<file path="config.mk">
export PLATFORM = sky130hd
export DESIGN_NAME = mqtr_queue
export DESIGN_NICKNAME = d
export VERILOG_FILES = /design/src/rtl/mqtr_queue.sv
export SDC_FILE = /design/constraint.sdc
export NUM_CORES = 1
export LEC_CHECK = 0
export ABC_AREA = 0
export BUFFER_PORTS_ARGS = -buffer_cell sky130_fd_sc_hd__buf_2
export CAP_MARGIN = 20
export CORE_ASPECT_RATIO = 1.1
export CORE_UTILIZATION = 49
export CTS_CLUSTER_DIAMETER = 150
export CTS_CLUSTER_SIZE = 30
export DETAILED_ROUTE_END_ITERATION = 10
export PLACE_DENSITY = 0.82
export SLEW_MARGIN = 10
export SYNTH_ARGS = -nofsm -noshare
export SYNTH_HDL_FRONTEND = slang
export SYNTH_SLANG_ARGS = --single-unit
</file>
<file path="constraint.sdc">
create_clock -name clk -period 1.8 [get_ports clk]
set_input_delay 0 -clock clk [delete_from_list [all_inputs] [get_ports clk]]
set_output_delay 0 -clock clk [all_outputs]
set_load 0.03 [all_outputs]
</file>
<file path="src/rtl/mqtr_queue.sv">
// ----------------------------------------------------------------------------
// mqtr_queue
// Two-entry queue of store operations between the front and the back.
// ----------------------------------------------------------------------------
`default_nettype none

module mqtr_queue #(
  parameter int W = 8
) (
  input  wire logic         clk,
  input  wire logic         rst_n,
  input  wire logic         push,
  input  wire logic [W-1:0] push_data,
  output logic              full,
  input  wire logic         pop,
  output logic              head_valid,
  output logic [W-1:0]      head_data
);

  logic [W-1:0] data_r [2];
  logic         wr_ptr_r, rd_ptr_r;
  logic [1:0]   cnt_r;
  logic         do_push, do_pop;

  assign full       = (cnt_r == 2'd2);
  assign head_valid = (cnt_r != 2'd0);
  assign head_data  = data_r[rd_ptr_r];
  assign do_push    = push && !full;
  assign do_pop     = pop && head_valid;

  always_ff @(posedge clk) begin
    if (do_push) data_r[wr_ptr_r] <= push_data;
  end

  always_ff @(posedge clk) begin
    if (!rst_n) begin
      wr_ptr_r <= 1'b0;
      rd_ptr_r <= 1'b0;
      cnt_r    <= 2'd0;
    end else begin
      if (do_push) wr_ptr_r <= !wr_ptr_r;
      if (do_pop)  rd_ptr_r <= !rd_ptr_r;
      if (do_push && !do_pop)      cnt_r <= cnt_r + 2'd1;
      else if (do_pop && !do_push) cnt_r <= cnt_r - 2'd1;
    end
  end

endmodule

`default_nettype wire

</file>
=== Word-level counts from Yosys, hierarchy flattened ===
Memories as Yosys holds them, arrays and structs flattened. A register that Yosys moved wholly into a read port is not among the register bits.
Index checks and enable logic that the tools add are counted.

* Add/sub/neg operators: 2
* Equality and inequality tests: 1
* Multiplexer cells: 6
* Reductions and logical operators: 11

{| class="wikitable"
|+ Operators by type and width
! kind !! number
|-
| $logic_not A1 Y1 || 5
|-
| $logic_and A1 B1 Y1 || 4
|-
| $mux W1 || 4
|-
| $mux W2 || 2
|-
| $reduce_bool A2 Y1 || 2
|-
| $add A2 B1 Y2 const B || 1
|-
| $eq A2 B2 Y1 const B || 1
|-
| $sub A2 B1 Y2 const B || 1
|}

* Bits in registers: 4
* Bits in writable memories: 16
* Bits of input ports: 12
* Memories: 1

{| class="wikitable"
|+ Memories
! name !! depth !! width !! read ports !! clocked after memory_dff !! wr ports !! RTL line !! source
|-
| data_r || 2 || 8 || 1 || 1 || 1 || 20 || <nowiki>logic [W-1:0] data_r [2];</nowiki>
|}

=== Logic depth before layout (Yosys ltp) ===
* Depth in word-level cells: 7
* Mapped depth: 7
* Mapped depth without buffers: 7

=== Worst setup path before layout ===
Ideal clock, no wire load.

* Path kind: register -> register
* Start point: reg cnt_r[0]
* End point: reg cnt_r[1]
* Library setup time: 0.070 ns
* Arrival time: 1.592 ns
* Data required time: 1.730 ns
* Slack: 0.139 ns
* Cell stages (with the launch flop): 7
* Path buffers: 0
* Period minus slack after synthesis: 1.661 ns
* Cell sequence: dfxtp_1 > nand2b_1 > inv_1 > nor2_1 > ha_1 > or3_1 > a21oi_1

* Cells in the longest elaborated chain, start to end: 6
* Elaborated cells between the ends (all ways): 14

{| class="wikitable"
|+ RTL lines
! item !! RTL line !! source
|-
| start, declared || 22 || <nowiki>logic [1:0] cnt_r;</nowiki>
|-
| start signal, assigned || 43 || <nowiki>if (do_push && !do_pop) cnt_r <= cnt_r + 2'd1;</nowiki>
|-
| start signal, assigned || 44 || <nowiki>else if (do_pop && !do_push) cnt_r <= cnt_r - 2'd1;</nowiki>
|-
| $eq A2 B2 Y1 * || 25 || <nowiki>assign full = (cnt_r == 2'd2);</nowiki>
|-
| named net full || 14 || <nowiki>output logic full,</nowiki>
|-
| $logic_not A1 Y1 * || 28 || <nowiki>assign do_push = push && !full;</nowiki>
|-
| $logic_and A1 B1 Y1 * || 28 ||
|-
| $logic_not A1 Y1 || 44 ||
|-
| $logic_and A1 B1 Y1 || 44 ||
|-
| $reduce_bool A2 Y1 (no line) || - ||
|}

The timed path passes the listed nets; every way through them passes the cells marked *. The select of a mux whose other input is x is not followed.
A chain may end at the register's enable or synchronous reset.

=== Worst setup path after layout ===
* Start point: reg cnt_r[0]
* End point: reg cnt_r[1]

* Cells in the longest elaborated chain, start to end: 6
* Elaborated cells between the ends (all ways): 14

{| class="wikitable"
|+ RTL lines
! item !! RTL line
|-
| $eq A2 B2 Y1 || 25
|-
| $logic_not A1 Y1 || 28
|-
| $logic_and A1 B1 Y1 || 28
|-
| $logic_not A1 Y1 || 44
|-
| $logic_and A1 B1 Y1 || 44
|-
| $reduce_bool A2 Y1 (no line) || -
|}

Several ways; a longest one is shown, not always the timed one. The select of a mux whose other input is x is not followed.

==> results_dict.tcl <==
set metrics [dict create \
    outcome "complete, no violations" \
    r2r_start "cnt_r[0]$_SDFFE_PN0P_" \
    vias 493 \
    power_frac_seq_pct 47.0 \
    slew_viol_final 0 \
    start_kind "register" \
    ys_top_cells_by_count "edfxtp_1, mux2_2, dfxtp_1" \
    tns_ps 0 \
    grt_use_total_pct 16.0 \
    die_w_um 40.7 \
    overflow 0 \
    vias_per_cell 4.83 \
    grt_use_met3_pct 5.03 \
    final_util_pct 67.7 \
    fin_skew_ps 7.40 \
    synth_most_common_cell "edfxtp_1" \
    grt_pass1_vias 462 \
    synth_top_area_share_pct 59.6 \
    gp_congestion 0.671 \
    syn-cell-area_um2 806 \
    die_y_um 44.5 \
    nets 99 \
    hold_viol 0 \
    synth_cells 51 \
    cts.sinks 21 \
    portBuffers 21 \
    ys_warn_count 0 \
    clock_latency_ps 300 \
    synth_edf_count 16 \
    finalCritPeriodShare_pct 87.6 \
    grt_max_degree 14 \
    crit_fanout 5 \
    num_antenna_cells 0 \
    comb_power_share_pct 37.2 \
    yosysSeqAreaShare_pct 72.0 \
    power.total_uw 1450 \
    power.density_mw_per_mm2 1370 \
    grt_util_met2_pct 25.1 \
    drive_gt1_share_pct 42.4 \
    syn2layout_area_growth_pct 30.9 \
    max_freq_ghz 0.634 \
    ys_types 17 \
    swShare_pct 36.3 \
    drtIter0Drc 9 \
    synthesis.nets 64 \
    internal_power_uw 921 \
    coreArea_mm2 0.00156 \
    place_hpwl_um 902 \
    grtUsageMet1_pct 18.8 \
    cap_violations 0 \
    num_io_pins 22 \
    worstPathArrival_ps 1820 \
    p_clk_share_pct 15.8 \
    ys_seq_elements 21 \
    finalSetupViolCount 0 \
    busiest_layer "met2" \
    grt_pass1_wl_um 1860 \
    critPathKind "reg2reg" \
    wl_um 1280 \
    die-area_mm2 0.00181 \
    rsz0062_at_grt "false" \
    rows 15 \
    ir_drop_v 0.000854 \
    cts_root_buf "clkbuf_4" \
    initial_core_util_pct 51.7 \
    endpoint_kind "register" \
    htree_levels 1 \
    synth_ff_type "edfxtp_1" \
    cts_tree "built" \
    dr.pass1.iters 4 \
    leakagePower_uw 0.000434 \
    min_path_type "in2reg" \
    min_from "push" \
    synth.area.top_cells "edfxtp_1, dfxtp_1, mux2_2, xor2_1, nor2_1" \
    wl_per_cell_um 12.5 \
    relSlewSlack_pct 73.9 \
    tightest_slew_ps 392 \
    cts_inserted_buffers 3 \
    period_needed_ps 1580 \
    clk_pin_slew_ps 120 \
    ctsResizeCount 0 \
    cts_buffer_depth 2 \
    synth_area_leader_cell "edfxtp_1" \
    r2r_setup_slack_ps 220 \
    avgSynthCellArea_um2 15.8 \
    detail-route-antenna-nets 0 \
    fill_cells 114 \
    grt_antenna_before_repair 0 \
    drc_errors 0 \
    post_cts_buffers 0 \
    startpoint "cnt_r[0]$_SDFFE_PN0P_" \
    critPathRequiredTime_ps 2050 \
    cts_hold_buffers 9 \
    p_sw_uw 525 \
    ys_async_sr_fraction_pct 0 \
    whs_ps 53.9 \
]
==> critical path: stages, from the launching register on <==
cell and delay [ps]:
dfxtp_1 370, nand2b_1 180, inv_1 110, nor2_1 50, ha_1 300, or3_1 370
a21oi_1 140
==> metrics by stage <==
stage	area (µm²)	instances	setup WS, ps
floorplan	806	51	139
global placement	935	89	305
detailed placement	935	89	238
CTS	1050	102	211
global route	1050	102	55.4
finish	1050	102	223
==> layout make-up <==
type                    count  area (µm²)  share of cell area, %
flip-flops and latches     21         581                   55.0
repair buffers             31         203                   19.2
multi-input cells          26         209                   19.8
clock inverters             1        7.51                  0.712
inverters                   3        11.3                   1.07
clock buffers               3        22.5                   2.14
well taps                  17        21.3                   2.02
==> path summary, 6_finish.rpt <==
kind / to / depth (start not counted)
worst min-delay path: wr_ptr_r$_SDFFE_PN0N_ / 3
worst max register to register: cnt_r[1]$_SDFFE_PN0P_ / 6
worst max-delay path: cnt_r[1]$_SDFFE_PN0P_ / 6
worst min register to register: cnt_r[1]$_SDFFE_PN0P_ / 2
==> sequential cells by signal (all words and copies together) (netlist names), named ones only <==
signal	cells
cnt_r	2
data_r	16
rd_ptr_r	1
wr_ptr_r	1
==> cells by family after synthesis <==
family / synth area share (%)
AO/OA/AOI/OAI: 3.73
XOR/XNOR: 3.26
buffers and inverters: 2.02
adder cells (fa/ha/maj): 1.55
multiplexers: 11.2
flip-flops: 72.1
AND/OR/NAND/NOR: 6.21
==> cell usage in the layout, fill, tap and decap left out, drive strengths merged <==
master | Yosys | layout
buf | 1 | 22
edfxtp | 16 | 16
dlygate4sd3 | 0 | 9
mux2 | 8 | 8
dfxtp | 5 | 5
nor2 | 4 | 4
inv | 3 | 3
xor2 | 3 | 3
clkbuf | 0 | 3
o21ai | 2 | 2
or2 | 1 | 1
nand2b | 1 | 1
and3 | 1 | 1
nor3 | 1 | 1
a21boi | 1 | 1
o21a | 1 | 1
or3 | 1 | 1
a21oi | 1 | 1
ha | 1 | 1
clkinvlp | 0 | 1
==> power by group through the flow <==
| stage | clock, µW | combinational [µW] | sequential (µW) |
|---|---|---|---|
| 2_1_floorplan | 0 | 426 | 658 |
| 3_3_place_gp | 0 | 515 | 687 |
| 3_5_place_dp | 0 | 527 | 694 |
| 4_1_cts | 232 | 544 | 683 |
| 5_1_grt | 251 | 595 | 696 |
| 6_report | 228 | 539 | 680 |
==> layer usage <==
| layer | up-vias | wire length, µm |
|---|---|---|
| li1 | 250 | - |
| met1 | 220 | 557 |
| met2 | 19 | 626 |
| met3 | 4 | 65 |
| met4 | 0 | 28 |
| met5 | - | 0 |
No activity file was read; power rests on OpenSTA's default activity.
