## src/rtl/mqtr_pkg.sv

```systemverilog
// ----------------------------------------------------------------------------
// mqtr_pkg
// Shared types and constants of the quarter-turn matrix rotator.
// ----------------------------------------------------------------------------
`default_nettype none

package mqtr_pkg;

  localparam int DATA_W    = 32;
  localparam int CFG_W     = 9;
  localparam int CFG_IDX_W = 2;
  localparam int DIM_REG_W = 8;
  localparam int ANG_W     = 9;

  // Configuration register indexes.
  localparam logic [CFG_IDX_W-1:0] CFG_COLS      = 2'd0;
  localparam logic [CFG_IDX_W-1:0] CFG_ROWS      = 2'd1;
  localparam logic [CFG_IDX_W-1:0] CFG_ANGLE     = 2'd2;
  localparam logic [CFG_IDX_W-1:0] CFG_TURN_LEFT = 2'd3;

  // Item commands.
  localparam logic CMD_LOAD  = 1'b0;
  localparam logic CMD_FETCH = 1'b1;

  localparam logic [ANG_W-1:0] ANG_0    = 9'd0;
  localparam logic [ANG_W-1:0] ANG_90   = 9'd90;
  localparam logic [ANG_W-1:0] ANG_180  = 9'd180;
  localparam logic [ANG_W-1:0] ANG_270  = 9'd270;
  localparam logic [ANG_W-1:0] ANG_FULL = 9'd360;

  // Effective clockwise rotation; ROT_NONE for angles off the quarter grid.
  typedef enum logic [2:0] {
    ROT_0,
    ROT_90,
    ROT_180,
    ROT_270,
    ROT_NONE
  } rot_t;

  // Operation flags that travel with each queued item.
  typedef struct packed {
    logic is_fetch;
    logic row_end;
    logic last;
  } op_flags_t;

endpackage

`default_nettype wire

```

## src/rtl/mqtr_front.sv

```systemverilog
// ----------------------------------------------------------------------------
// mqtr_front
// Holds the configuration and the load and output position counters, turns
// each load or on-grid fetch into a store write or read at a computed address.
// ----------------------------------------------------------------------------
`default_nettype none

module mqtr_front #(
  parameter int MAX_DIM = 128,
  parameter int IW      = $clog2(MAX_DIM)
) (
  input  wire logic                           clk,
  input  wire logic                           rst_n,
  input  wire logic                           cfg_we,
  input  wire logic [mqtr_pkg::CFG_IDX_W-1:0] cfg_index,
  input  wire logic [mqtr_pkg::CFG_W-1:0]     cfg_data,
  input  wire logic                           in_valid,
  output logic                                in_stall,
  input  wire logic                           in_cmd,
  input  wire logic [mqtr_pkg::DATA_W-1:0]    in_element,
  output logic                                q_push,
  input  wire logic                           q_full,
  output mqtr_pkg::op_flags_t                 q_flags,
  output logic [2*IW-1:0]                     q_addr,
  output logic [mqtr_pkg::DATA_W-1:0]         q_element
);
  import mqtr_pkg::*;

  localparam int DW = $clog2(MAX_DIM + 1);

  logic [DIM_REG_W-1:0] cols_r, rows_r;
  logic [ANG_W-1:0]     angle_r;
  logic                 turn_left_r;

  logic [IW-1:0] load_row_r, load_col_r, out_row_r, out_col_r;
  logic [IW-1:0] load_row_nxt, load_col_nxt, out_row_nxt, out_col_nxt;

  logic [DW-1:0]    w, h, orows, ocols, sr, sc;
  logic [ANG_W-1:0] a_red;
  rot_t             rot;
  logic             accept, is_fetch, fetch_ok;
  logic [IW-1:0]    lr, lc, orr, occ;
  logic             row_end, last;

  always_ff @(posedge clk) begin
    if (!rst_n) begin
      cols_r      <= DIM_REG_W'(1);
      rows_r      <= DIM_REG_W'(1);
      angle_r     <= '0;
      turn_left_r <= 1'b0;
    end else if (cfg_we) begin
      unique case (cfg_index)
        CFG_COLS:      cols_r      <= cfg_data[DIM_REG_W-1:0];
        CFG_ROWS:      rows_r      <= cfg_data[DIM_REG_W-1:0];
        CFG_ANGLE:     angle_r     <= cfg_data[ANG_W-1:0];
        CFG_TURN_LEFT: turn_left_r <= cfg_data[0];
        default: ;
      endcase
    end
  end

  // Dimensions out of range act as the nearest legal size.
  always_comb begin
    if (cols_r == '0) w = DW'(1);
    else if (int'(cols_r) > MAX_DIM) w = DW'(MAX_DIM);
    else w = DW'(cols_r);
    if (rows_r == '0) h = DW'(1);
    else if (int'(rows_r) > MAX_DIM) h = DW'(MAX_DIM);
    else h = DW'(rows_r);
  end

  // A counter-clockwise turn is folded into the matching clockwise one.
  always_comb begin
    a_red = (angle_r >= ANG_FULL) ? angle_r - ANG_FULL : angle_r;
    unique case (a_red)
      ANG_0:   rot = ROT_0;
      ANG_90:  rot = turn_left_r ? ROT_270 : ROT_90;
      ANG_180: rot = ROT_180;
      ANG_270: rot = turn_left_r ? ROT_90 : ROT_270;
      default: rot = ROT_NONE;
    endcase
  end

  always_comb begin
    accept   = in_valid && !in_stall;
    is_fetch = (in_cmd == CMD_FETCH);
    fetch_ok = (rot != ROT_NONE);

    if (rot == ROT_0 || rot == ROT_180) begin
      orows = h;
      ocols = w;
    end else begin
      orows = w;
      ocols = h;
    end

    // Positions left beyond the current size restart at the origin.
    if (DW'(load_row_r) >= h || DW'(load_col_r) >= w) begin
      lr = '0;
      lc = '0;
    end else begin
      lr = load_row_r;
      lc = load_col_r;
    end
    if (DW'(out_row_r) >= orows || DW'(out_col_r) >= ocols) begin
      orr = '0;
      occ = '0;
    end else begin
      orr = out_row_r;
      occ = out_col_r;
    end

    unique case (rot)
      ROT_90: begin
        sr = h - DW'(1) - DW'(occ);
        sc = DW'(orr);
      end
      ROT_180: begin
        sr = h - DW'(1) - DW'(orr);
        sc = w - DW'(1) - DW'(occ);
      end
      ROT_270: begin
        sr = DW'(occ);
        sc = w - DW'(1) - DW'(orr);
      end
      default: begin
        sr = DW'(orr);
        sc = DW'(occ);
      end
    endcase

    row_end = (DW'(occ) + DW'(1) == ocols);
    last    = row_end && (DW'(orr) + DW'(1) == orows);

    load_row_nxt = load_row_r;
    load_col_nxt = load_col_r;
    out_row_nxt  = out_row_r;
    out_col_nxt  = out_col_r;
    if (accept) begin
      load_row_nxt = lr;
      load_col_nxt = lc;
      if (!is_fetch) begin
        if (DW'(lc) + DW'(1) >= w) begin
          load_col_nxt = '0;
          load_row_nxt = (DW'(lr) + DW'(1) >= h) ? '0 : lr + IW'(1);
        end else begin
          load_col_nxt = lc + IW'(1);
        end
      end else if (fetch_ok) begin
        if (DW'(occ) + DW'(1) >= ocols) begin
          out_col_nxt = '0;
          out_row_nxt = (DW'(orr) + DW'(1) >= orows) ? '0 : orr + IW'(1);
        end else begin
          out_row_nxt = orr;
          out_col_nxt = occ + IW'(1);
        end
      end
    end
  end

  always_ff @(posedge clk) begin
    if (!rst_n) begin
      load_row_r <= '0;
      load_col_r <= '0;
      out_row_r  <= '0;
      out_col_r  <= '0;
    end else begin
      load_row_r <= load_row_nxt;
      load_col_r <= load_col_nxt;
      out_row_r  <= out_row_nxt;
      out_col_r  <= out_col_nxt;
    end
  end

  assign in_stall         = q_full;
  assign q_push           = accept && (!is_fetch || fetch_ok);
  assign q_flags.is_fetch = is_fetch;
  assign q_flags.row_end  = is_fetch && row_end;
  assign q_flags.last     = is_fetch && last;
  assign q_addr           = is_fetch ? {sr[IW-1:0], sc[IW-1:0]} : {lr, lc};
  assign q_element        = in_element;

endmodule

`default_nettype wire

```

## config.mk

```make
export PLATFORM = sky130hd
export DESIGN_NAME = mqtr_front
export DESIGN_NICKNAME = d
export VERILOG_FILES = /design/src/rtl/mqtr_pkg.sv /design/src/rtl/mqtr_front.sv
export SDC_FILE = /design/constraint.sdc
export NUM_CORES = 1
export LEC_CHECK = 0
export BUFFER_PORTS_ARGS = -buffer_cell sky130_fd_sc_hd__buf_2
export CAP_MARGIN = 20
export CORE_MARGIN = 10
export CORE_UTILIZATION = 40
export DETAILED_ROUTE_END_ITERATION = 10
export PLACE_DENSITY_LB_ADDON = 0.3
export SLEW_MARGIN = 25
export SYNTH_ARGS = -nofsm -noshare
export SYNTH_HDL_FRONTEND = slang
export SYNTH_SLANG_ARGS = --single-unit
```

## constraint.sdc

```tcl
create_clock -name clk -period 8.5 [get_ports clk]
set_input_delay 0.425 -clock clk [delete_from_list [all_inputs] [get_ports clk]]
set_output_delay 0.425 -clock clk [all_outputs]
set_load 0.02 [all_outputs]
```

# After elaboration in Yosys (flattened, before gate mapping)
# Cells that the tools add are included.
# totals
out_inout_bits	51
wordCells	92
input_bits	49
ff_bits	54
# classes
n_eq_ne	12
muxes	25
n_reduce_logical	21
add_sub_neg	15
order_cmp	11
# ops
operator	count
$mux 7	12
$mux 8	6
$pmux 7 s3	2
$add 7x1->8 const B	4
$ge 7x8->1	4
$ge 8x8->1	4
$add 7x1->7 const B	4
$sub 7x7->7	4
$eq 8x8->1	2
$gt 8x8->1 const B	2
$logic_not 8->1	2
$mux 14	1
$sub 7x1->7 const B	2
$pmux 3 s4	1
$eq 9x7->1 const B	1
$eq 9x8->1 const B	1
$eq 9x9->1 const B	1
$ge 9x9->1 const B	1
$logic_not 9->1	1
$mux 9	1
$sub 9x9->9 const B	1
$reduce_and 2->1	4
$eq 3x2->1 const B	2
$logic_and 1x1->1	5
other kinds (10)	16

# Logic depth before layout (Yosys ltp)
# depth
depth_word	14
mapped_depth	33
depth_no_buf	30

# Worst setup path before layout
# Ideal clock, no wire load.
# synth_timing
path_type	flip-flop to output port
from	reg angle_r[4]
to	out q_addr[6]
stages_incl_launch_ff	32
setup_slack_ps	2447
required_time_ps	8075
path_buffers	2
t_arrival_ps	5628
path_cell_list	dfxtp_1 > inv_2 > ha_1 > nand4b_1 > nand2_1 > nor3_1 > o221a_2 > nor2_1 > clkbuf_1 > o21ai_0 > ha_1 > nand2b_1 > a211oi_1 > o31a_1 > o21ai_0 > o31ai_2 > o32ai_4 > buf_6 > nor2_1 > nand2_1 > nand2_1 > ha_1 > inv_1 > fa_1 > a21o_1 > a21oi_1 > o21bai_1 > a21oi_1 > xnor2_1 > or3_1 > o211ai_1 > o21ai_1
# synth_between
elab_chain_cells	13
elab_cells_between_ends	24
cone_classes	add/sub (3); order compare (3); eq/ne (6); mux (8); reduce/logical (4)
# synth_lines
element	line_no	rtl
from (decl)	mqtr_front.sv:32	logic [ANG_W-1:0] angle_r;
from (signal assigned)	mqtr_front.sv:55	CFG_ANGLE: angle_r <= cfg_data[ANG_W-1:0];
$sub 9x9->9 or $ge 9x9->1 (tied branches)	mqtr_front.sv:74	a_red = (angle_r >= ANG_FULL) ? angle_r - ANG_FULL : angle_r;
$mux 9 *	mqtr_front.sv:74	
$eq 9x9->1 (tied with other cells)	mqtr_front.sv:75	unique case (a_red)
$pmux 3 s4 *	mqtr_front.sv:75	
$eq 3x2->1 or $logic_not 3->1 (tied branches)	mqtr_front.sv:89, mqtr_front.sv:113	
$logic_or 1x1->1	mqtr_front.sv:89	if (rot == ROT_0 || rot == ROT_180) begin
$mux 8	mqtr_front.sv:89	
$ge 7x8->1	mqtr_front.sv:105	if (DW'(out_row_r) >= orows || DW'(out_col_r) >= ocols) begin
$logic_or 1x1->1	mqtr_front.sv:105	
$mux 7	mqtr_front.sv:105	
$sub 7x7->7, on equally long branches	mqtr_front.sv:124, mqtr_front.sv:120	
$pmux 7 s3 *	mqtr_front.sv:113	unique case (rot)
$mux 14 *	mqtr_front.sv:180	assign q_addr = is_fetch ? {sr[IW-1:0], sc[IW-1:0]} : {lr, lc};
to (decl)	mqtr_front.sv:24	output logic [2*IW-1:0] q_addr,
# Every way passes the cells marked *; elsewhere a longest branch is shown, timed or not.

# Worst setup path after layout
# layout_timing
from	reg angle_r[3]
to	out q_addr[6]
# Same word-level chain as after synthesis.

==> metrics <==
status=complete, no violations; relative max-transition margin=31.0%; DR WL/cell=18.0 µm; worst-path cell with the longest stage delay=dfxtp_1; largest area contributor in the netlist=dfxtp_1; post-synthesis xor/xnor area fraction=5.68%; Lkg Pwr=2.62 nW; Die Span X=147 µm; Core Footprint=15,900 µm²; CP max FO=30; Skew-Pair Late Insertion Delay=0.31 ns; I/O pins=100; total wire length=19,200 µm; CP Class=reg2out; post-route setup TNS=0 ns; Synth Area in Simple Gates=24.6%; CP peak stage delay=0.55 ns; CP endpoint kind=output port; Routed Antenna Nets=0; worst-case clock skew=0.00996 ns; period utilisation layout=84.4%; Synth Area in Compound Gates=24.7%; Worst-Margin Slew=1.03 ns; Peak supply drop=0.0000785 V; Yosys top cell area share=16.7%; vias in the first global route=5,643; CP Launch Type=register; largest family of logic cells by synthesized area=compound AO/OA/AOI/OAI gates; Critical Path Source=angle_r[3]; gr ovfl total=0; Top FF cell, synth=dfxtp_1; # Max-Cap Violations=0; Yosys reg bits=54; CTS tree=built; CTS clock-pin slew for the worst setup and hold paths=0.08 ns; Hold WC Path Type=in2reg; sequential-to-total area share from yosys stat=16.7%; Final setup viols=0; H-tree depth=2; hold path startpoint=cfg_data[8]; # rows=46; max-slew violations=0; Num CTS Buffers=5; pwr dens=125 nW/µm²; # nets final=980; RR Startpoint=angle_r[3]; count leader, synth=nor2_1; Post-DP HPWL=15,100 µm; hold buffers post-CTS=0; post-synthesis mux area share=2.94%; CP arrival=6.75 ns; Port Buffers=35; Async SR Flop Fraction=0%; initial antenna violation count=0; adder-cell share of the synthesized area=15.7%; Pre-Repair DR Iteration Count=5; share of layout cells above drive strength 1=9.74%; Antenna diodes=0; average size of a mapped cell=7.38 µm²; DRT iter0 DRCs=523; Post-CTS Setup Repair Bufs=0; worst-case clock buffer depth=2; synth top area cells=dfxtp_1 (17%), ha_1 (15%), a21oi_1 (6.6%); DRC=0; largest net degree at the start of global routing=47; WP data required=8.08 ns; Initial Utilization=40.8%; Post-Syn Nets=1,006; first-pass GRT wire length=30,800 µm; minimum clock period after layout=7.17 ns; Post-Syn Area=6480 µm²; Layout area overhead=2.57%; RSZ-0062 raised after global routing=no; synth warn=0; All-Layer GR Usage=17.3%; vias=5,990; die area=21,700 µm²; CTS Sinks=54; clk root buf=clkbuf_16; count of flip-flops with a built-in enable after synthesis=0; final hold violations=0; synth cell count leaders=nor2_1 (102), a21oi_1 (86), nand2_1 (83), ha_1 (78), dfxtp_1 (54); DR vias/cell=5.61; cts repair resizes=0; placed cells=1,060; Non-Filler Instances=1,068; FILL cells=1,697; synth unique cells=81; Die Span Y=147 µm; final weighted congestion in routability-driven placement=0.966; fmax=139 MHz; Syn Inst Count=877
==> sequential cells by signal, summed over array words and instances, names as in the netlist <==
signal       cells
load_row_r       7
rows_r           8
out_row_r        7
cols_r           8
angle_r          9
turn_left_r      1
out_col_r        7
load_col_r       7
==> where the power goes <==
group	internal (mW)	switching, mW	total (mW)
logic	0.123	0.212	0.336
clock network	0.112	0.111	0.224
registers	0.261	0.0117	0.272
==> layer usage <==
layer | routed length (µm) | track usage, % | share of wire [%] | vias up
li1 | - | - | - | 3041
met1 | 9330 | 23.7 | 49 | 2766
met2 | 8560 | 27.4 | 45 | 161
met3 | 1040 | 2.79 | 5.4 | 22
met4 | 299 | 4.51 | 1.6 | 0
met5 | 0 | 0 | 0 | -
==> cell type report <==
class	count	area, µm²	area share, %
clock buffers	5	125	1.88
clock inverters	3	26.3	0.396
inverters	43	161	2.43
multi-input cells	707	4770	71.7
flip-flops and latches	54	1080	16.3
well taps	216	270	4.07
repair buffers	40	213	3.20
==> stage by stage <==
stage / total power [mW] / utilization [%] / worst slack, ns / cell area, µm² / hold WS [ns]
finish: 0.832 / 41.8 / 1.33 / 6640 / 0.341
global route: 0.879 / 41.8 / 0.740 / 6640 / 0.357
CTS: 0.833 / 41.8 / 1.36 / 6640 / 0.340
detailed placement: 0.609 / 40.9 / 1.72 / 6490 / 0.473
global placement: 0.607 / 40.9 / 1.88 / 6490 / 0.471
floorplan: 0.563 / - / 2.45 / 6480 / 0.442
==> cell families (layout without fill, tap and decap cells) <==
| logic type | count (synthesis) | after routing |
|---|---|---|
| xor+xnor | 42 | 42 |
| buf+inv | 116 | 91 |
| compound gates | 241 | 241 |
| mux | 19 | 19 |
| simple gates | 325 | 325 |
| fa+ha+maj | 80 | 80 |
| flops | 54 | 54 |
==> final timing paths <==
| check | end | slack, ns | depth (start not counted) |
|---|---|---|---|
| hold reg to reg | cols_r[0] | 0.49 | 2 |
| setup / recovery | q_addr[6] | 1.33 | 31 |
| hold / removal | angle_r[8] | 0.34 | 3 |
| setup reg to reg | out_row_r[4] | 1.95 | 31 |
==> placed cells by master (no fill, tap or decap), types with 15 or more instances in the layout <==
master,instances
nor3_1,15
mux2i_1,19
ha_1,78
inv_1,41
nor2_1,101
dfxtp_1,54
a21o_1,25
nand2_1,83
nor2b_1,19
buf_2,35
a21oi_1,86
nand2b_1,18
o21ai_0,33
nand3_1,27
xnor2_1,30
==> worst max-delay path: cells and delay by family (launching register included) <==
family          cells  cell delay, ns
compound gates     13            2.31
flops               1            0.55
buf+inv             4            0.55
fa+ha+maj           4            1.10
xor+xnor            1            0.16
simple gates        9            1.73
Power figures use the tool's default switching activity.
